**config.mk**
```make
export PLATFORM = sky130hd
export DESIGN_NAME = ppm_p6_stream_decoder_unit
export DESIGN_NICKNAME = d
export VERILOG_FILES = /design/src/ppm_pkg.sv /design/src/ppm_fifo.sv /design/src/ppm_front.sv /design/src/ppm_back.sv /design/src/ppm_p6_stream_decoder_unit.sv
export SDC_FILE = /design/constraint.sdc
export NUM_CORES = 1
export LEC_CHECK = 0
export ABC_AREA = 1
export ABC_CLOCK_PERIOD_IN_PS = 16400
export BUFFER_PORTS_ARGS = -buffer_cell sky130_fd_sc_hd__buf_4
export CELL_PAD_IN_SITES_DETAIL_PLACEMENT = 1
export CELL_PAD_IN_SITES_GLOBAL_PLACEMENT = 2
export CORE_ASPECT_RATIO = 2
export CORE_MARGIN = 4
export CORE_UTILIZATION = 35
export CTS_BUF_LIST = sky130_fd_sc_hd__clkbuf_8
export DETAILED_ROUTE_END_ITERATION = 16
export PLACE_DENSITY_LB_ADDON = 0.1
export SYNTH_ARGS = -nofsm -noshare
export SYNTH_HDL_FRONTEND = slang
export SYNTH_SLANG_ARGS = --single-unit
```
**constraint.sdc**
```tcl
create_clock -name i_clk -period 16.4 [get_ports i_clk]
set_input_delay 2.46 -clock i_clk [delete_from_list [all_inputs] [get_ports i_clk]]
set_output_delay 2.46 -clock i_clk [all_outputs]
set_load 0.01 [all_outputs]
```
**src/ppm_pkg.sv**
```systemverilog
// Shared types and constants of the PPM P6 stream decoder.
// Used by ppm_front, ppm_back, the top level and the checker; depends on nothing.
package ppm_pkg;

    localparam int DIM_W = 13;
    localparam int PIX_W = 32;

    localparam logic [7:0] CH_P     = 8'h50;
    localparam logic [7:0] CH_SIX   = 8'h36;
    localparam logic [7:0] CH_HASH  = 8'h23;
    localparam logic [7:0] CH_NL    = 8'h0A;
    localparam logic [7:0] CH_PLUS  = 8'h2B;
    localparam logic [7:0] CH_MINUS = 8'h2D;
    localparam logic [7:0] CH_SPACE = 8'h20;
    localparam logic [7:0] CH_TAB   = 8'h09;
    localparam logic [7:0] CH_CR    = 8'h0D;
    localparam logic [7:0] CH_ZERO  = 8'h30;
    localparam logic [7:0] CH_NINE  = 8'h39;
    localparam logic [7:0] ALPHA    = 8'hFF;
    localparam int         MAXVAL   = 255;

    typedef enum logic [1:0] {
        KIND_HEADER = 2'd0,
        KIND_PIXEL  = 2'd1,
        KIND_ERROR  = 2'd2
    } t_kind;

    typedef enum logic [3:0] {
        PH_MAGIC0 = 4'd0,
        PH_MAGIC1 = 4'd1,
        PH_SKIP_W = 4'd2,
        PH_NUM_W  = 4'd3,
        PH_SKIP_H = 4'd4,
        PH_NUM_H  = 4'd5,
        PH_SKIP_M = 4'd6,
        PH_NUM_M  = 4'd7,
        PH_PIXELS = 4'd8,
        PH_DONE   = 4'd9
    } t_phase;

    typedef struct packed {
        logic       eos;
        logic [7:0] data;
        logic       is_digit;
        logic       is_space;
        logic       is_hash;
        logic       is_nl;
        logic       is_sign;
        logic       is_minus;
        logic       is_p;
        logic       is_six;
    } t_cls;

    typedef struct packed {
        t_kind              kind;
        logic [PIX_W-1:0]   pixel;
        logic [DIM_W-1:0]   width;
        logic [DIM_W-1:0]   height;
        logic               last_pixel;
    } t_res;

endpackage

```
**src/ppm_fifo.sv**
```systemverilog
// Small register queue used between the stages of the PPM P6 decoder.
// Generic in width and depth; depends on nothing.
module ppm_fifo #(
    parameter int WIDTH = 8,
    parameter int DEPTH = 2
) (
    input  logic             i_clk,
    input  logic             i_rst_n,
    input  logic             i_push,
    input  logic [WIDTH-1:0] i_data,
    output logic             o_full,
    input  logic             i_pop,
    output logic [WIDTH-1:0] o_data,
    output logic             o_empty
);
    localparam int AW = (DEPTH > 1) ? $clog2(DEPTH) : 1;
    localparam int CW = $clog2(DEPTH + 1);

    logic [WIDTH-1:0] r_mem [DEPTH];
    logic [AW-1:0]    r_wr, n_wr;
    logic [AW-1:0]    r_rd, n_rd;
    logic [CW-1:0]    r_cnt, n_cnt;
    logic             w_push, w_pop;

    assign o_full  = (r_cnt == CW'(DEPTH));
    assign o_empty = (r_cnt == '0);
    assign o_data  = r_mem[r_rd];
    assign w_push  = i_push && !o_full;
    assign w_pop   = i_pop && !o_empty;

    always_comb begin
        n_wr  = r_wr;
        n_rd  = r_rd;
        n_cnt = r_cnt;
        if (w_push) begin
            n_wr = (r_wr == AW'(DEPTH - 1)) ? '0 : r_wr + 1'b1;
        end
        if (w_pop) begin
            n_rd = (r_rd == AW'(DEPTH - 1)) ? '0 : r_rd + 1'b1;
        end
        if (w_push && !w_pop) begin
            n_cnt = r_cnt + 1'b1;
        end else if (w_pop && !w_push) begin
            n_cnt = r_cnt - 1'b1;
        end
    end

    always_ff @(posedge i_clk) begin
        if (!i_rst_n) begin
            r_wr  <= '0;
            r_rd  <= '0;
            r_cnt <= '0;
        end else begin
            r_wr  <= n_wr;
            r_rd  <= n_rd;
            r_cnt <= n_cnt;
        end
    end

    always_ff @(posedge i_clk) begin
        if (w_push) begin
            r_mem[r_wr] <= i_data;
        end
    end

endmodule

```
**src/ppm_front.sv**
```systemverilog
// Byte classifier of the PPM P6 decoder front end.
// Depends on ppm_pkg for the character constants and the class record.
module ppm_front
    import ppm_pkg::*;
(
    input  logic [7:0] i_data_byte,
    input  logic       i_end_of_stream,
    output t_cls       o_cls
);
    always_comb begin
        o_cls.eos      = i_end_of_stream;
        o_cls.data     = i_data_byte;
        o_cls.is_digit = (i_data_byte >= CH_ZERO) && (i_data_byte <= CH_NINE);
        o_cls.is_space = (i_data_byte == CH_SPACE) ||
                         ((i_data_byte >= CH_TAB) && (i_data_byte <= CH_CR));
        o_cls.is_hash  = (i_data_byte == CH_HASH);
        o_cls.is_nl    = (i_data_byte == CH_NL);
        o_cls.is_sign  = (i_data_byte == CH_PLUS) || (i_data_byte == CH_MINUS);
        o_cls.is_minus = (i_data_byte == CH_MINUS);
        o_cls.is_p     = (i_data_byte == CH_P);
        o_cls.is_six   = (i_data_byte == CH_SIX);
    end

endmodule

```
**src/ppm_back.sv**
```systemverilog
// Header parser and pixel packer of the PPM P6 decoder back end.
// Depends on ppm_pkg for the phase, class and result types.
module ppm_back
    import ppm_pkg::*;
#(
    parameter int MAX_DIM = 4096
) (
    input  logic i_clk,
    input  logic i_rst_n,
    input  logic i_valid,
    input  t_cls i_cls,
    output logic o_take,
    input  logic i_res_full,
    output logic o_res_push,
    output t_res o_res
);
    localparam int NUM_CAP = ((MAX_DIM > MAXVAL) ? MAX_DIM : MAXVAL) + 1;
    localparam int AW      = $clog2(NUM_CAP + 1);
    localparam int PW      = $clog2(MAX_DIM * MAX_DIM + 1);

    t_phase          r_phase, n_phase;
    logic [AW-1:0]   r_acc, n_acc;
    logic            r_neg, n_neg;
    logic            r_digit_seen, n_digit_seen;
    logic            r_in_comment, n_in_comment;
    logic [AW-1:0]   r_width, n_width;
    logic [AW-1:0]   r_height, n_height;
    logic [1:0]      r_ch, n_ch;
    logic [7:0]      r_red, n_red;
    logic [7:0]      r_green, n_green;
    logic [PW-1:0]   r_left, n_left;

    logic            w_go, w_eos;
    logic            w_phase_skip, w_num, w_term, w_reparse, w_skip_mode, w_cmt;
    logic            w_skip_take, w_skip_bad, w_hdr_bad, w_fail, w_header, w_pix;
    logic            w_last;
    t_phase          w_skip_stay, w_skip_next;
    logic [AW-1:0]   w_dim;
    logic [AW+3:0]   w_acc_next;
    logic [2*AW-1:0] w_prod;

    assign w_go   = i_valid && !i_res_full;
    assign o_take = w_go;
    assign w_eos  = i_cls.eos;

    always_comb begin
        w_phase_skip = (r_phase == PH_SKIP_W) || (r_phase == PH_SKIP_H) ||
                       (r_phase == PH_SKIP_M);
        w_num        = (r_phase == PH_NUM_W) || (r_phase == PH_NUM_H) ||
                       (r_phase == PH_NUM_M);
        w_term       = !w_eos && w_num && !i_cls.is_digit;
        w_reparse    = w_term && r_digit_seen && (r_phase != PH_NUM_M);
        w_skip_mode  = (!w_eos && w_phase_skip) || w_reparse;
        w_cmt        = w_phase_skip && r_in_comment;
        w_skip_take  = w_skip_mode && !w_cmt && !i_cls.is_hash && !i_cls.is_space &&
                       (i_cls.is_sign || i_cls.is_digit);
        w_skip_bad   = w_skip_mode && !w_cmt && !i_cls.is_hash && !i_cls.is_space &&
                       !i_cls.is_sign && !i_cls.is_digit;
        w_hdr_bad    = (r_width == '0) || (r_width > AW'(MAX_DIM)) ||
                       (r_height == '0) || (r_height > AW'(MAX_DIM)) ||
                       r_neg || (r_acc != AW'(MAXVAL));
        w_fail       = !w_eos && (
                       ((r_phase == PH_MAGIC0) && !i_cls.is_p) ||
                       ((r_phase == PH_MAGIC1) && !i_cls.is_six) ||
                       w_skip_bad ||
                       (w_term && !r_digit_seen) ||
                       ((r_phase == PH_NUM_M) && w_term && r_digit_seen && w_hdr_bad));
        w_header     = (r_phase == PH_NUM_M) && w_term && r_digit_seen && !w_hdr_bad;
        w_pix        = !w_eos && (r_phase == PH_PIXELS) && (r_ch == 2'd2);
        w_last       = (r_left <= PW'(1));
        w_dim        = r_neg ? '0 : r_acc;
        w_acc_next   = {4'b0, r_acc} * (AW+4)'(10) + (AW+4)'(i_cls.data[3:0]);
        w_prod       = {{AW{1'b0}}, r_width} * {{AW{1'b0}}, r_height};
        unique case (r_phase)
            PH_SKIP_W, PH_MAGIC0, PH_MAGIC1: begin
                w_skip_stay = PH_SKIP_W;
                w_skip_next = PH_NUM_W;
            end
            PH_NUM_W, PH_SKIP_H: begin
                w_skip_stay = PH_SKIP_H;
                w_skip_next = PH_NUM_H;
            end
            default: begin
                w_skip_stay = PH_SKIP_M;
                w_skip_next = PH_NUM_M;
            end
        endcase
    end

    always_comb begin
        n_phase = r_phase;
        if (w_go) begin
            priority if (w_eos) begin
                n_phase = PH_MAGIC0;
            end else if (w_fail) begin
                n_phase = PH_DONE;
            end else if (w_skip_mode) begin
                n_phase = w_skip_take ? w_skip_next : w_skip_stay;
            end else begin
                unique case (r_phase)
                    PH_MAGIC0: n_phase = PH_MAGIC1;
                    PH_MAGIC1: n_phase = PH_SKIP_W;
                    PH_NUM_M:  n_phase = w_header ? PH_PIXELS : r_phase;
                    PH_PIXELS: n_phase = (w_pix && w_last) ? PH_DONE : r_phase;
                    default:   n_phase = r_phase;
                endcase
            end
        end
    end

    always_comb begin
        n_acc        = r_acc;
        n_neg        = r_neg;
        n_digit_seen = r_digit_seen;
        n_in_comment = r_in_comment;
        n_width      = r_width;
        n_height     = r_height;
        n_ch         = r_ch;
        n_red        = r_red;
        n_green      = r_green;
        n_left       = r_left;
        o_res_push   = 1'b0;
        o_res        = '{kind: KIND_ERROR, pixel: '0, width: '0, height: '0,
                         last_pixel: 1'b0};
        if (w_eos) begin
            n_acc        = '0;
            n_neg        = 1'b0;
            n_digit_seen = 1'b0;
            n_in_comment = 1'b0;
            n_width      = '0;
            n_height     = '0;
            n_ch         = '0;
            n_red        = '0;
            n_green      = '0;
            n_left       = '0;
            o_res_push   = w_go && (r_phase != PH_DONE);
        end else if (w_fail) begin
            o_res_push = w_go;
        end else begin
            if (w_num && i_cls.is_digit) begin
                n_acc        = (w_acc_next > (AW+4)'(NUM_CAP)) ? AW'(NUM_CAP)
                                                                : w_acc_next[AW-1:0];
                n_digit_seen = 1'b1;
            end
            if (w_reparse) begin
                if (r_phase == PH_NUM_W) begin
                    n_width = w_dim;
                end else begin
                    n_height = w_dim;
                end
            end
            if (w_skip_mode) begin
                if (w_cmt) begin
                    n_in_comment = !i_cls.is_nl;
                end else begin
                    n_in_comment = i_cls.is_hash;
                end
                if (w_skip_take) begin
                    n_acc        = i_cls.is_digit ? AW'(i_cls.data[3:0]) : '0;
                    n_neg        = i_cls.is_minus;
                    n_digit_seen = i_cls.is_digit;
                end
            end
            if (w_header) begin
                n_left     = w_prod[PW-1:0];
                n_ch       = '0;
                o_res_push = w_go;
                o_res      = '{kind: KIND_HEADER, pixel: '0,
                               width: DIM_W'(r_width), height: DIM_W'(r_height),
                               last_pixel: 1'b0};
            end
            if (!w_eos && r_phase == PH_PIXELS) begin
                unique case (r_ch)
                    2'd0: begin
                        n_red = i_cls.data;
                        n_ch  = 2'd1;
                    end
                    2'd1: begin
                        n_green = i_cls.data;
                        n_ch    = 2'd2;
                    end
                    default: begin
                        n_ch       = '0;
                        n_left     = (r_left != '0) ? r_left - 1'b1 : r_left;
                        o_res_push = w_go;
                        o_res      = '{kind: KIND_PIXEL,
                                       pixel: {ALPHA, r_red, r_green, i_cls.data},
                                       width: '0, height: '0, last_pixel: w_last};
                    end
                endcase
            end
        end
    end

    always_ff @(posedge i_clk) begin
        if (!i_rst_n) begin
            r_phase      <= PH_MAGIC0;
            r_acc        <= '0;
            r_neg        <= 1'b0;
            r_digit_seen <= 1'b0;
            r_in_comment <= 1'b0;
            r_width      <= '0;
            r_height     <= '0;
            r_ch         <= '0;
            r_red        <= '0;
            r_green      <= '0;
            r_left       <= '0;
        end else begin
            r_phase <= n_phase;
            if (w_go) begin
                r_acc        <= n_acc;
                r_neg        <= n_neg;
                r_digit_seen <= n_digit_seen;
                r_in_comment <= n_in_comment;
                r_width      <= n_width;
                r_height     <= n_height;
                r_ch         <= n_ch;
                r_red        <= n_red;
                r_green      <= n_green;
                r_left       <= n_left;
            end
        end
    end

endmodule

```
**src/ppm_p6_stream_decoder_unit.sv**
```systemverilog
// Top level of the PPM P6 stream decoder.
// Depends on ppm_pkg, ppm_front, ppm_fifo and ppm_back.
//
// Usage:
//   Input queue: drive i_data_byte / i_end_of_stream and raise push; a byte
//   is taken on an edge where push is high and full is low.
//   Result queue: while empty is low the oldest result sits on o_kind,
//   o_pixel, o_width, o_height, o_last_pixel; raise pop to take it.
//   A file is the magic, a header of width, height and maxval, one
//   separator, then R,G,B bytes. One header result, one pixel result per
//   three data bytes (0xFFRRGGBB, last one flagged), or one error result.
//   An end-of-stream item rearms the parser and reports an error if the
//   image was not complete.
// Timing:
//   One byte per cycle sustained while pop keeps up. A byte is first
//   written into the item queue; the parser then carries it from there
//   into the two-entry result queue, where its result becomes visible.
//   If pop stays low the result queue fills, the parser stops, the item
//   queue fills and full rises; nothing is lost.
// Reset: synchronous, active low; both queues empty, parser expects 'P'.
module ppm_p6_stream_decoder_unit
    import ppm_pkg::*;
#(
    parameter int MAX_DIM = 4096
) (
    input  logic             i_clk,
    input  logic             i_rst_n,
    input  logic             push,
    output logic             full,
    input  logic [7:0]       i_data_byte,
    input  logic             i_end_of_stream,
    output logic             empty,
    input  logic             pop,
    output logic [1:0]       o_kind,
    output logic [PIX_W-1:0] o_pixel,
    output logic [DIM_W-1:0] o_width,
    output logic [DIM_W-1:0] o_height,
    output logic             o_last_pixel
);
    t_cls w_cls_in, w_cls_q;
    t_res w_res_in, w_res_q;
    logic w_item_empty, w_take, w_res_full, w_res_push;

    ppm_front u_front (
        .i_data_byte     (i_data_byte),
        .i_end_of_stream (i_end_of_stream),
        .o_cls           (w_cls_in)
    );

    ppm_fifo #(
        .WIDTH ($bits(t_cls)),
        .DEPTH (2)
    ) u_item_q (
        .i_clk   (i_clk),
        .i_rst_n (i_rst_n),
        .i_push  (push),
        .i_data  (w_cls_in),
        .o_full  (full),
        .i_pop   (w_take),
        .o_data  (w_cls_q),
        .o_empty (w_item_empty)
    );

    ppm_back #(
        .MAX_DIM (MAX_DIM)
    ) u_back (
        .i_clk      (i_clk),
        .i_rst_n    (i_rst_n),
        .i_valid    (!w_item_empty),
        .i_cls      (w_cls_q),
        .o_take     (w_take),
        .i_res_full (w_res_full),
        .o_res_push (w_res_push),
        .o_res      (w_res_in)
    );

    ppm_fifo #(
        .WIDTH ($bits(t_res)),
        .DEPTH (2)
    ) u_res_q (
        .i_clk   (i_clk),
        .i_rst_n (i_rst_n),
        .i_push  (w_res_push),
        .i_data  (w_res_in),
        .o_full  (w_res_full),
        .i_pop   (pop),
        .o_data  (w_res_q),
        .o_empty (empty)
    );

    assign o_kind       = w_res_q.kind;
    assign o_pixel      = w_res_q.pixel;
    assign o_width      = w_res_q.width;
    assign o_height     = w_res_q.height;
    assign o_last_pixel = w_res_q.last_pixel;

endmodule

```
==> flow_summary.toml <==
[status]
status = "finished clean"

[floorplanning]
die_width_um = 168
start_util_pct = 35.3
rows = 117
die_h_um = 328
dieArea_um2 = 55100
ios = 76
core_um2 = 50800

[sta]
finalCritPeriodShare_pct = 37.0
slew-limit-headroom_pct = 31.9
finalMaxSlewViolations = 0
layout_min_cycle_time_ns = 6.07
max_freq_mhz = 165
rsz0062_at_grt = "false"
final-setup-viol-count = 0
worstMarginPinSlew_ns = 1.02
hold_slack_ns = 0.445
hold_viol_final = 0
fin_skew_ns = 0.0392
fin_ws_ns = 10.33
tns_ns = 0

[placement]
port_buffers = 75
post-dp-hpwl_um = 46500
placed_area_um2 = 19000
pre_cts_ws_ns = 10.20
gp_congestion = 0.848

[critical_path]
cpMaxStageDelayCell = "dfxtp_1"
end_kind = "flop"
cp_slowest_stage_delay_ns = 0.85
worstPathArrival_ns = 6.51
start_kind = "flop"
path_max_fanout = 14
r2r-start = "u_back.r_width[7]"
crit_required_ns = 16.84
cp_cell_sequence = "nand2_1 -> inv_1 -> fa_1 -> inv_1 -> fa_1 -> inv_1 -> fa_1 -> fa_1 -> inv_1 -> fa_1 -> inv_1 -> ha_1 -> a21oi_1 -> a21boi_0 -> o21ai_0 -> a21boi_0 -> o21bai_1 -> xor2_1 -> o21ai_0 -> nand2_1 -> nand2_1 -> a21oi_1"
crit_start = "u_back.r_width[7]"
critical_path_class = "flop to flop"

[route]
drc = 0
viasPerCell = 4.96
vias = 14294
wirelength_um = 58400
wl_per_cell_um = 20.3
ant_nets = 0
firstDrtPassIters = 5
drt_iter0_drc = 516

[synth]
syn_inst = 2152
synth-seq-cells = 239
seq_area_frac_synth_pct = 34.5
ys_async_sr_fraction_pct = 0
synth_flop_cell = "edfxtp_1"
syn-num-nets = 2384
ys_types = 61
synth_warnings = 0
synth_edf_count = 140
syn_area_per_cell_um2 = 8.33
mappedNetlistArea_um2 = 17900

[worst_hold_path]
hp-class = "flop to flop"
min_from = "u_back.r_in_comment"

[grt]
top_usage_layer = "met2"
grt_antenna_before_repair = 1
grt_max_degree = 59
grt_pass1_wl_um = 90600
grt_pass1_vias = 15826
grt_use_met2_pct = 43.4
grt_usage_pct = 21.2
use_met1_pct = 20.2
grt-ovfl-total = 0
use_met3_pct = 1.81

[finish]
drive_above_1_share_pct = 11.5
fin_nets = 2430
final_common_cell = "nand2_1"
fillers = 6073
final_cell_mix = "nand2_1 (463), inv_1 (431), nor2_1 (154)"
fin_area_um2 = 19800
area_delta_synth_final_pct = 10.6

[cts]
htreeDepth = 2
cts_made_buffers = 38
insertion_delay_ns = 0.58
cts_hold_buf = 0
ctsLongestPathBuffers = 3
clkTransAtPathRegs_ns = 0.07
root_buffer = "clkbuf_8"
cts_setup_buffers = 0
cts_tree = "yes"
clock_sinks = 239
cts_resized = 0

[power]
switching_share_pct = 43.3
p_sw_w = 0.00115
internal-power_w = 0.00151
power_per_cell_area_nw_per_um2 = 134
p_clk_share_pct = 20.8
leakagePower_nw = 9.35
ir_drop_mv = 0.104
power_frac_comb_pct = 42.7
pwr-share-seq_pct = 36.5

[job]
max_cap_viol_count = 0
-- worst paths after layout --
| kind | cells after the start | slack [ns] | end |
|---|---|---|---|
| max | 22 | 10.33 | u_back.r_left[18] |
| min | 2 | 0.45 | u_back.r_in_comment |
| max reg2reg | 22 | 10.33 | u_back.r_left[18] |
| min reg2reg | 2 | 0.45 | u_back.r_in_comment |
-- cells by family after synthesis --
| logic type | after synthesis | synth area share (%) |
|---|---|---|
| multiplexers | 58 | 3.61 |
| adder cells (fa/ha/maj) | 219 | 20.4 |
| flip-flops | 239 | 34.5 |
| AND/OR/NAND/NOR | 801 | 19.0 |
| XOR/XNOR | 39 | 1.91 |
| buffers and inverters | 510 | 11.3 |
| AO/OA/AOI/OAI | 286 | 9.35 |
-- power by group through the flow --
stage               registers, W  logic [W]  clock network, W
finish                  0.000973    0.00114          0.000554
CTS                     0.000976    0.00118          0.000572
global route            0.000996    0.00127          0.000598
floorplan               0.000867   0.000820                 0
detailed placement      0.000989    0.00117                 0
global placement        0.000979    0.00116                 0
-- Yosys cell counts, types with 6 or more instances --
master    instances  share of area, %
a211oi_2         14              0.98
a21oi_1         126               3.5
buf_2             6              0.17
buf_4            12              0.50
clkbuf_1         56               1.2
dfxtp_1          99                11
edfxtp_1        140                23
fa_1            122                14
ha_1             97               6.8
inv_1           420               8.8
mux2_2           53               3.3
nand2_1         464               9.7
nand2_4           6              0.38
nand3_1          74               2.1
nand4_1          22              0.77
nor2_1          155               3.2
nor2_2            6              0.21
nor3_1           42               1.2
o211ai_1          6              0.25
o21ai_0          87               2.4
o21ai_1           8              0.22
o21bai_1          6              0.25
o22ai_1           6              0.21
or2_2             6              0.21
xnor2_1          10              0.49
xor2_1           29               1.4
-- per-layer routing --
layer  wire length (um)  vias to the layer above
met2              34200                      187
li1                   -                     6922
met1              19500                     7073
met3               1040                      112
met5                  0                        -
met4               3730                        0
-- through the flow --
stage | utilization (%) | std cells | power [W]
after floorplan | - | 2152 | 0.00169
after detailed placement | 37.4 | 2812 | 0.00216
after CTS | 39.0 | 2881 | 0.00273
after global routing | 39.0 | 2882 | 0.00287
after global placement | 37.4 | 2812 | 0.00214
final | 39.0 | 2882 | 0.00267
-- worst max-delay path: cells and delay by family (launching register included) --
| kind | cells | cell delay (ns) |
|---|---|---|
| simple gates | 3 | 0.26 |
| flops | 1 | 0.85 |
| fa+ha+maj | 6 | 2.71 |
| buf+inv | 5 | 0.49 |
| xor+xnor | 1 | 0.17 |
| compound gates | 7 | 1.44 |
-- layout make-up --
cell class | count | area (um^2) | area share (%)
diodes | 1 | 2.50 | 0.0126
clock buffers | 45 | 619 | 3.12
clock inverters | 24 | 196 | 0.990
inverters | 427 | 1610 | 8.11
multi-input cells | 1403 | 9740 | 49.1
flip-flops and latches | 239 | 6190 | 31.2
well taps | 654 | 818 | 4.13
repair buffers | 89 | 668 | 3.37
-- registers in the layout, indices dropped and copies added, names as in the netlist, named ones only --
register and flops:
u_back.r_acc 13, u_back.r_ch 2, u_back.r_digit_seen 1, u_back.r_green 8, u_back.r_height 13, u_back.r_in_comment 1
u_back.r_left 25, u_back.r_neg 1, u_back.r_phase 4, u_back.r_red 8, u_back.r_width 13, u_item_q.r_cnt 2
u_item_q.r_mem 34, u_item_q.r_rd 1, u_item_q.r_wr 1, u_res_q.r_cnt 2, u_res_q.r_mem 106, u_res_q.r_rd 1
u_res_q.r_wr 1
Note: power is estimated with default switching activity, not from simulation.
